[src/bebnd_pkg.sv]
// ---------------------------------------------------------------------------
// bebnd_pkg: shared types and constants
// Request/result payloads, mode and register codes, sequencer states,
// controller command and datapath status groups, neighbor offset tables.
// ---------------------------------------------------------------------------
`timescale 1ns / 1ps
`default_nettype none

package bebnd_pkg;

	typedef struct packed {
		logic       kind;
		logic [7:0] pixel_in;
	} req_t;

	typedef struct packed {
		logic [7:0] pixel_out;
		logic       last;
	} rsp_t;

	localparam logic       KIND_LOAD = 1'b0;
	localparam logic       KIND_READ = 1'b1;

	localparam logic [1:0] MODE_ERODE4   = 2'd0;
	localparam logic [1:0] MODE_ERODE8   = 2'd1;

	localparam logic [1:0] REG_MODE      = 2'd0;
	localparam logic [1:0] REG_PASSES    = 2'd1;
	localparam logic [1:0] REG_WIDTH     = 2'd2;
	localparam logic [1:0] REG_HEIGHT    = 2'd3;

	localparam logic [7:0] PIX_OBJECT    = 8'd0;
	localparam logic [7:0] PIX_BACKGND   = 8'd255;

	// neighbor offsets; the first four are the 4-neighbors
	localparam logic signed [1:0] NB_ROW [8] = '{-2'sd1, 2'sd0, 2'sd1, 2'sd0,
		-2'sd1, 2'sd1, 2'sd1, -2'sd1};
	localparam logic signed [1:0] NB_COL [8] = '{2'sd0, 2'sd1, 2'sd0, -2'sd1,
		2'sd1, 2'sd1, -2'sd1, -2'sd1};

	typedef enum logic [3:0] {
		ST_IDLE,
		ST_PCHK,
		ST_MCTR,
		ST_MCTR_CHK,
		ST_MNB,
		ST_MNB_CHK,
		ST_MWR,
		ST_ARD,
		ST_AWR,
		ST_FIN
	} state_t;

	typedef struct packed {
		logic load;
		logic rdout;
		logic pass_clr;
		logic pass_inc;
		logic pix_clr;
		logic pix_inc;
		logic k_clr;
		logic k_inc;
		logic rd_center;
		logic rd_nb;
		logic acc_clr;
		logic acc_upd;
		logic mark_wr;
		logic mark_rd;
		logic apply_wr;
		logic finish;
	} cmd_t;

	typedef struct packed {
		logic load_done;
		logic passes_done;
		logic center_zero;
		logic last_nb;
		logic last_pix;
	} sts_t;

endpackage

`default_nettype wire

[src/bebnd_ctrl.sv]
// ---------------------------------------------------------------------------
// bebnd_ctrl: pass sequencer
// Steps the datapath through loading, mark and apply sweeps and readout.
// ---------------------------------------------------------------------------
`timescale 1ns / 1ps
`default_nettype none

module bebnd_ctrl (
	input  wire logic            clk,
	input  wire logic            arst_n,
	input  wire logic            start,
	input  wire logic            kind,
	input  wire bebnd_pkg::sts_t sts,
	output bebnd_pkg::cmd_t      cmd,
	output logic                 busy
);
	import bebnd_pkg::*;

	state_t state_q, state_d;

	always_ff @(posedge clk or negedge arst_n) begin
		if (!arst_n) begin
			state_q <= ST_IDLE;
		end else begin
			state_q <= state_d;
		end
	end

	always_comb begin
		state_d = state_q;
		unique case (state_q)
			ST_IDLE: begin
				if (start && kind == KIND_LOAD && sts.load_done) state_d = ST_PCHK;
			end
			ST_PCHK:     state_d = sts.passes_done ? ST_FIN : ST_MCTR;
			ST_MCTR:     state_d = ST_MCTR_CHK;
			ST_MCTR_CHK: state_d = sts.center_zero ? ST_MNB : ST_MWR;
			ST_MNB:      state_d = ST_MNB_CHK;
			ST_MNB_CHK:  state_d = sts.last_nb ? ST_MWR : ST_MNB;
			ST_MWR:      state_d = sts.last_pix ? ST_ARD : ST_MCTR;
			ST_ARD:      state_d = ST_AWR;
			ST_AWR:      state_d = sts.last_pix ? ST_PCHK : ST_ARD;
			ST_FIN:      state_d = ST_IDLE;
			default:     state_d = ST_IDLE;
		endcase
	end

	always_comb begin
		cmd  = '0;
		busy = (state_q != ST_IDLE);
		unique case (state_q)
			ST_IDLE: begin
				cmd.load     = start && kind == KIND_LOAD;
				cmd.rdout    = start && kind == KIND_READ;
				cmd.pass_clr = 1'b1;
			end
			ST_PCHK: cmd.pix_clr = 1'b1;
			ST_MCTR: begin
				cmd.rd_center = 1'b1;
				cmd.acc_clr   = 1'b1;
				cmd.k_clr     = 1'b1;
			end
			ST_MCTR_CHK: ;
			ST_MNB:      cmd.rd_nb = 1'b1;
			ST_MNB_CHK: begin
				cmd.acc_upd = 1'b1;
				cmd.k_inc   = 1'b1;
			end
			ST_MWR: begin
				cmd.mark_wr = 1'b1;
				cmd.pix_clr = sts.last_pix;
				cmd.pix_inc = !sts.last_pix;
			end
			ST_ARD: cmd.mark_rd = 1'b1;
			ST_AWR: begin
				cmd.apply_wr = 1'b1;
				cmd.pass_inc = sts.last_pix;
				cmd.pix_inc  = !sts.last_pix;
			end
			ST_FIN:  cmd.finish = 1'b1;
			default: ;
		endcase
	end

endmodule

`default_nettype wire

[config.mk]
export PLATFORM = sky130hd
export DESIGN_NAME = bebnd_ctrl
export DESIGN_NICKNAME = d
export VERILOG_FILES = /design/src/bebnd_pkg.sv /design/src/bebnd_ctrl.sv
export SDC_FILE = /design/constraint.sdc
export NUM_CORES = 1
export LEC_CHECK = 0
export BUFFER_PORTS_ARGS = -buffer_cell sky130_fd_sc_hd__buf_4
export CAP_MARGIN = 20
export CORE_AREA = 3 3 40 42
export DETAILED_ROUTE_END_ITERATION = 8
export DIE_AREA = 0 0 43 45
export PLACE_DENSITY_LB_ADDON = 0.05
export SKIP_CTS_REPAIR_TIMING = 1
export SLEW_MARGIN = 20
export SYNTH_ARGS = -nofsm -noshare
export SYNTH_HDL_FRONTEND = slang
export SYNTH_SLANG_ARGS = --single-unit
export TNS_END_PERCENT = 20
[constraint.sdc]
create_clock -name clk -period 1.6 [get_ports clk]
set_input_delay 0.08 -clock clk [delete_from_list [all_inputs] [get_ports clk]]
set_output_delay 0.08 -clock clk [all_outputs]
set_load 0.05 [all_outputs]
After elaboration in Yosys (flattened, before gate mapping)

Cells that the tools add are included.

Shift-type cells: 0
$mul: 0
Add/sub/neg operators: 0
Divide/modulo/power cells: 0
Bitwise gates (word level): 1
Equal/unequal tests: 10
Multiplexer cells: 18
Reductions and logical operators: 7
Magnitude comparators: 0

Operators with widths:

| kind                                                                  | count |
|---|---|
| 4-bit case mux with 9 select lines                                    | 1 |
| 4-bit by 3-bit equality test with 1-bit output, second input constant | 4 |
| 1-bit 2-to-1 mux                                                      | 9 |
| 3-bit 2-to-1 mux                                                      | 3 |
| 4-bit by 2-bit equality test with 1-bit output, second input constant | 2 |
| 4-bit equality test, second input constant                            | 2 |
| 4-bit 2-to-1 mux                                                      | 2 |
| 4-bit by 1-bit equality test with 1-bit output, second input constant | 1 |
| 4-bit zero test                                                       | 1 |
| 2-bit 2-to-1 mux                                                      | 2 |
| 4-bit nonzero test                                                    | 1 |
| 1-bit logical AND                                                     | 3 |
| 2-bit inequality test, second input constant                          | 1 |
| 1-bit case mux with 2 select lines                                    | 1 |
| 2-bit OR reduction                                                    | 1 |
| 1-bit zero test                                                       | 1 |
| 1-bit inverter                                                        | 1 |

Memory bits (read-only): 0
Bits in writable memories: 0
Memories kept: 0
Word-level logic and storage cells: 37
Output and inout bits: 17
Input bits: 9
Flip-flop bits (word level): 4
Latch bits: 0

Logic depth before layout (Yosys ltp)

Gate-level depths: netlist (run 1).

Word-level depth: 5
Depth in mapped cells: 4
Gate-level depth less buffers: 3

Worst setup path after synthesis (run 1)

OpenSTA, ideal clock, no wires.

Path kind: register to output
From: reg state_q[1]
To: out cmd[15] in the netlist's numbering
Stages on the path, launching flop included: 4
Data arrival time: 2312 ps
Path buffers: 0
Setup slack: -792 ps
Data required time: 1520 ps
Cells stage by stage: dfrtp_1 nor4_2 nand2_1 nor2_1

RTL lines:

| element                | line             | source |
|---|---|---|
| start, declared        | bebnd_ctrl.sv:19 | `state_t state_q, state_d;` |
| start signal, assigned | bebnd_ctrl.sv:25 | `state_q <= state_d;` |
| end, declared          | bebnd_ctrl.sv:14 | `output bebnd_pkg::cmd_t cmd,` |

==> summary.txt, run 1 <==
Run status
  • Status: finished clean

Logic synthesis
  • Post-synth top flop: dfrtp_1
  • Seq cells post-synth: 4
  • Sequential area share after synthesis: 23.7%
  • Ranking of synthesized cells by area: dfrtp_1 24%, buf_4 7.1%, nor2_1 5.3%, nor3_1 4.7%, nand2b_1 4.4%
  • Post-synthesis compound-gate area fraction: 16.0%
  • Post-synthesis mux area share: 5.03%
  • Count leader, synth: nor2_1
  • Post-Synth XOR/XNOR Area: 0%
  • Adder-cell share of the synthesized area: 0%
  • Mean Syn Cell Area: 7.83 um2
  • EDFF count, synth: 0
  • Yosys cell types: 28
  • Post-synth top cells: 6 x nor2_1, 4 x buf_4, 4 x dfrtp_1, 4 x nand2_1, 4 x nor3_1
  • Area share of the largest cell type after synthesis: 23.7%
  • Asr flop ratio synth: 100%
  • Syn_nets: 63
  • Biggest area consumer among synthesized cells: dfrtp_1
  • Cell Area, Synth: 423 um2
  • Synth Area in Simple Gates: 43.8%
  • Mapped Cells: 54
  • Largest family of logic cells by synthesized area: simple AND/OR/NAND/NOR gates
  • Synth warn: 0

CTS
  • Clock Latency Late Sink: 0.23 ns
  • # clock sinks: 4
  • Clock buffer depth: 2
  • CTS root buffer: clkbuf_4
  • CTS tree: yes
  • CTS Buf Count: 3
  • H-tree depth: 1
  • Worst-path clk slew: 0.04 ns

Timing
  • Setup violators final: 0
  • Skew final: 0.00333 ns
  • RSZ-0062 raised after global routing: true
  • Tightest hold margin: 0.186 ns
  • Worst-Margin Slew: 0.270 ns
  • Count of pins over their slew limit: 0
  • Min cycle time layout: 1.55 ns
  • Period utilization: 96.6%
  • Relative max-transition margin: 81.9%
  • Final hold vios: 0
  • Fmax: 0.647 GHz

Pwr
  • Leakage: 0.355 nW
  • Gate power share: 78.6%
  • Cell Int Power: 0.853 mW
  • Clk pwr share: 6.2%
  • VDD IR max: 0.00115 V
  • P_sw: 1.03 mW
  • Switching part of the total power: 54.7%
  • Seq pwr share: 15.2%
  • Power Density: 2470 nW/um2

Detailed routing
  • Vias per inst: 4.88
  • Routed WL: 1130 um
  • Pre-antenna DRT Iters: 2
  • Routed len/inst: 11.3 um
  • DR vias: 488
  • Post-route ant nets: 0
  • Drc violations: 0
  • Initial DRC Count: 1

Place
  • Dpl cell area: 668 um2
  • IO Port Bufs: 25
  • GPL Wtd Cong: 0.724
  • Detail Placement HPWL: 887 um

Global routing
  • First-pass GRT wire length: 1840 um
  • Vias in the first global route: 421
  • Total Routing Usage GR: 12.0%
  • Overflow after GRT: 0
  • Initial antenna violation count: 0
  • Largest net degree at the start of global routing: 14

Worst setup path
  • Setup crit start kind: flip-flop
  • Setup CP Type: flip-flop to output port
  • WP data arrival: 1.47 ns
  • CP required: 1.52 ns
  • Crit path max fanout: 9
  • Crit. End Element: output port

Run
  • Max Cap Viol: 0

Cells and area
  • Layout cells sized above 1: 60.0%
  • Layout area overhead: 80.8%
  • Biggest register: state_q
  • Nets@finish: 96
  • Final instance area: 764 um2
  • Final Util: 59.5%
  • Top flop regs: state_q x4
  • Max reg flops: 4
  • Diodes inserted: 0

Floorplan
  • Cell Rows: 13
  • Num ports: 26
  • Core box area: 1280 um2
  • Die Footprint: 1940 um2
  • Chip width: 43 um
  • Initial Util: 32.9%
  • Die Ht: 45 um

Worst hold path
  • Worst Hold Class: primary input to async pin
-- path summary, 6_finish.rpt --
kind / start / endpoint / slack, ns / depth (start not counted)
setup / recovery: state_q[3] / cmd[10] / 0.05 / 4
hold / removal: arst_n / state_q[0] / 0.19 / 2
setup reg to reg: state_q[3] / state_q[0] / 0.11 / 4
hold reg to reg: state_q[3] / state_q[3] / 0.57 / 1
max in group asynchronous: arst_n / state_q[3] / 1.30 / 2
min in group clk: sts[2] / state_q[1] / 0.20 / 4
-- cell type report --
| class | instances | area, um2 |
|---|---|---|
| flip-flops and latches | 4 | 104 |
| clock buffers | 3 | 22.5 |
| inverters | 1 | 3.75 |
| repair buffers | 35 | 288 |
| fillers | 129 | 520 |
| multi-input cells | 42 | 328 |
| well taps | 15 | 18.8 |
-- power by group through the flow --
stage / Combinational [mW] / Sequential [mW] / Clock [mW]
floorplan: 1.06 / 0.218 / 0
global placement: 1.35 / 0.285 / 0
detailed placement: 1.34 / 0.286 / 0
CTS: 1.35 / 0.285 / 0.122
global route: 1.58 / 0.304 / 0.132
finish: 1.48 / 0.287 / 0.117
-- metrics by stage --
step / setup WS, ns / power, mW / cells / setup TNS [ns]
2_1_floorplan: -0.250 / 1.28 / 54 / -1.12
3_3_place_gp: 0.133 / 1.64 / 93 / 0
3_5_place_dp: 0.128 / 1.63 / 93 / 0
4_1_cts: -0.117 / 1.75 / 96 / -0.346
5_1_grt: -0.0356 / 2.01 / 100 / -0.0849
6_report: 0.0543 / 1.88 / 100 / 0
-- worst max-delay path: stages, from the launching register on --
cell and delay (ns):
dfrtp_2 0.46, nand2b_4 0.19, mux2_2 0.28, nor3_2 0.13, buf_6 0.18
-- routing by layer --
layer | global-route usage [%] | part of all wire, %
met1 | 16.5 | 43
met2 | 19.8 | 52
met3 | 1.59 | 5.1
met4 | 3.61 | 0
met5 | 0 | 0
-- cell usage in the layout, fill, tap and decap left out, drive strengths merged --
| cell | n |
|---|---|
| nand2b | 4 |
| inv | 1 |
| o311ai | 1 |
| a211o | 1 |
| o22ai | 1 |
| clkbuf | 3 |
| dlygate4sd3 | 1 |
| or4 | 2 |
| nor3 | 4 |
| o31a | 1 |
| nor2b | 3 |
| nor3b | 1 |
| mux2i | 1 |
| dfrtp | 4 |
| nor4 | 1 |
| and3 | 2 |
| o31ai | 1 |
| nand3b | 1 |
| nand2 | 4 |
| and2 | 1 |
| nand3 | 1 |
| nor2 | 6 |
| buf | 34 |
| o22a | 2 |
| o21ai | 2 |
| or4b | 1 |
| mux2 | 1 |
-- logic make-up after synthesis --
family | Yosys count
flops | 4
compound gates | 9
buf+inv | 8
simple gates | 31
mux | 2
(Power assumes the default switching activity.)
==> run 2: changes to the inputs <==
==> constraint.sdc (replaced) <==
create_clock -name clk -period 1.9 [get_ports clk]
set_input_delay 0.095 -clock clk [delete_from_list [all_inputs] [get_ports clk]]
set_output_delay 0.095 -clock clk [all_outputs]
set_load 0.05 [all_outputs]
==> run 2 against run 1 <==
Cell count fell by 6.0%. Die area did not move. Combinational power fell by 29%. Power fell by 26%. Global-route usage fell by 1.2 points.
==> summary.txt, run 2 (synthesis results as in run 1) <==
Run status
  • Status: finished clean

Floorplan
  • Initial Util: 32.9% (unchanged)
  • Cell Rows: 13 (unchanged)
  • Die Ht: 45 um (unchanged)
  • Num ports: 26 (unchanged)
  • Die Footprint: 1940 um2 (unchanged)
  • Core box area: 1280 um2 (unchanged)
  • Chip width: 43 um (unchanged)

Detailed routing
  • Pre-antenna DRT Iters: 3 (+1)
  • DR vias: 478 (-2.0%)
  • Vias per inst: 5.09 (+4.2%)
  • Routed len/inst: 11.6 um (+3.3%)
  • Post-route ant nets: 0 (unchanged)
  • Routed WL: 1090 um (-2.9%)
  • Drc violations: 0 (unchanged)
  • Initial DRC Count: 6 (+5)

Timing
  • Worst-Margin Slew: 0.488 ns (+0.218 ns)
  • Skew final: 0.00285 ns (-0.000485 ns)
  • Min cycle time layout: 1.71 ns
  • Count of pins over their slew limit: 0 (unchanged)
  • Relative max-transition margin: 67.5% (-14 points)
  • RSZ-0062 raised after global routing: false
  • Setup violators final: 0 (unchanged)
  • Period utilization: 90.1%
  • Final hold vios: 0 (unchanged)
  • Final setup margin: 0.187 ns (+0.133 ns)
  • Fmax: 0.584 GHz

Place
  • IO Port Bufs: 25 (unchanged)
  • GPL Wtd Cong: 0.733 (+1.3%)
  • Detail Placement HPWL: 852 um (-4.0%)
  • Pre-CTS setup slack: 0.409 ns (+0.281 ns)
  • Cells after DPL: 90 (-3.2%)

Cells and area
  • Top flop regs: state_q x4
  • Diodes inserted: 0 (unchanged)
  • Biggest register: state_q
  • Final cell count without fillers: 94 (-6.0%)
  • FILL cells: 125 (-3.1%)
  • Most frequent cells in the layout: 28 x buf_4, 6 x nor2_1, 4 x nand2_1, 4 x dfrtp_1
  • Nets@finish: 90 (-6.3%)
  • Most common cell after layout, fill and taps aside: buf_4
  • Max reg flops: 4 (unchanged)
  • Final Util: 51.2% (-8.3 points)
  • Layout area overhead: 55.6%
  • Layout cells sized above 1: 45.6% (-14 points)

Pwr
  • Gate power share: 75.0% (-3.6 points)
  • Cell Int Power: 0.582 mW (-32%)
  • P_sw: 0.813 mW (-21%)
  • Tot Pwr: 1.40 mW (-26%)
  • Switching part of the total power: 58.3% (+3.6 points)
  • Seq pwr share: 17.3% (+2.1 points)
  • VDD IR max: 0.000749 V (-35%)
  • Leakage: 0.310 nW (-13%)
  • Clk pwr share: 7.7% (+1.5 points)
  • Power Density: 2120 nW/um2 (-14%)

Worst setup path
  • Reg2Reg Launch Point: state_q[3]
  • Launch point of the worst path: state_q[1]
  • Setup crit start kind: flip-flop
  • CP required: 1.80 ns (+0.28 ns)
  • Crit. End Element: output port
  • WP data arrival: 1.62 ns (+0.15 ns)
  • Setup CP Type: flip-flop to output port
  • Crit path max fanout: 14 (+5)

CTS
  • CTS tree: yes
  • Clock Latency Late Sink: 0.24 ns (about the same)
  • Clock buffer depth: 2 (unchanged)
  • H-tree depth: 1 (unchanged)
  • CTS root buffer: clkbuf_4
  • Worst-path clk slew: 0.04 ns (about the same)
  • # clock sinks: 4 (unchanged)
  • CTS Buf Count: 3 (unchanged)

Run
  • Max Cap Viol: 0 (unchanged)

Global routing
  • Initial antenna violation count: 0 (unchanged)
  • Largest net degree at the start of global routing: 15 (+1)
  • First-pass GRT wire length: 1570 um (-15%)
  • Overflow after GRT: 0 (unchanged)
  • Vias in the first global route: 386 (-8.3%)
  • Total Routing Usage GR: 10.9% (-1.2 points)

Worst hold path
  • Worst Hold Class: primary input to flip-flop
  • Hold path startpoint: sts[0]
## run 2: cell types whose count changed in the layout (fill, tap and decap cells not counted), moves of 2 or more
cell,before,now
buf_6,6,0
dfrtp_1,1,4
dfrtp_2,3,0
nand2b_1,1,3
nand2b_4,3,1
nor3_1,0,2
## run 2: final timing paths
| check | cells past startpoint | end | slack (ns) |
|---|---|---|---|
| setup / recovery | 3 | cmd[10] | 0.19 |
| hold / removal | 3 | state_q[1] | 0.17 |
| setup reg to reg | 4 | state_q[0] | 0.38 |
| hold reg to reg | 2 | state_q[2] | 0.76 |
| max in group asynchronous | 2 | state_q[3] | 1.59 |
| min in group asynchronous | 2 | state_q[1] | 0.21 |
## run 2: critical path, cell delays in order, from the launching register on
cell and delay (ns):
dfrtp_1 0.64, mux2_2 0.39, nor3_1 0.13, buf_4 0.22
## run 2: cell type report
type                       count  area, um2  share of cell area (%)
inverter                       1       3.75                   0.570
timing repair buffer          29        220                    33.5
tap                           15       18.8                    2.85
clock buffer                   3       22.5                    3.42
sequential                     4        100                    15.2
multi-input combinational     42        293                    44.5
## run 2: power groups by stage
stage / Sequential, mW / Clock [mW] / Combinational (mW)
after floorplan: 0.184 / 0 / 0.866
after global placement: 0.245 / 0 / 1.05
after detailed placement: 0.242 / 0 / 1.05
after CTS: 0.241 / 0.110 / 1.05
after global routing: 0.253 / 0.113 / 1.10
final: 0.241 / 0.107 / 1.05
## run 2: per-layer routing
layer / track usage, % / wire length (um)
met5: 0 / 0
met4: 7.23 / 18
met3: 2.39 / 65
met2: 19.5 / 554
met1: 11.4 / 454
## run 2: metrics by stage
stage               area (um2)  TNS (ns)  hold slack [ns]
floorplan                  442    -0.399           -0.201
global placement           626         0           -0.107
detailed placement         626         0           -0.107
CTS                        648         0           -0.363
global route               658         0            0.197
finish                     658         0            0.174
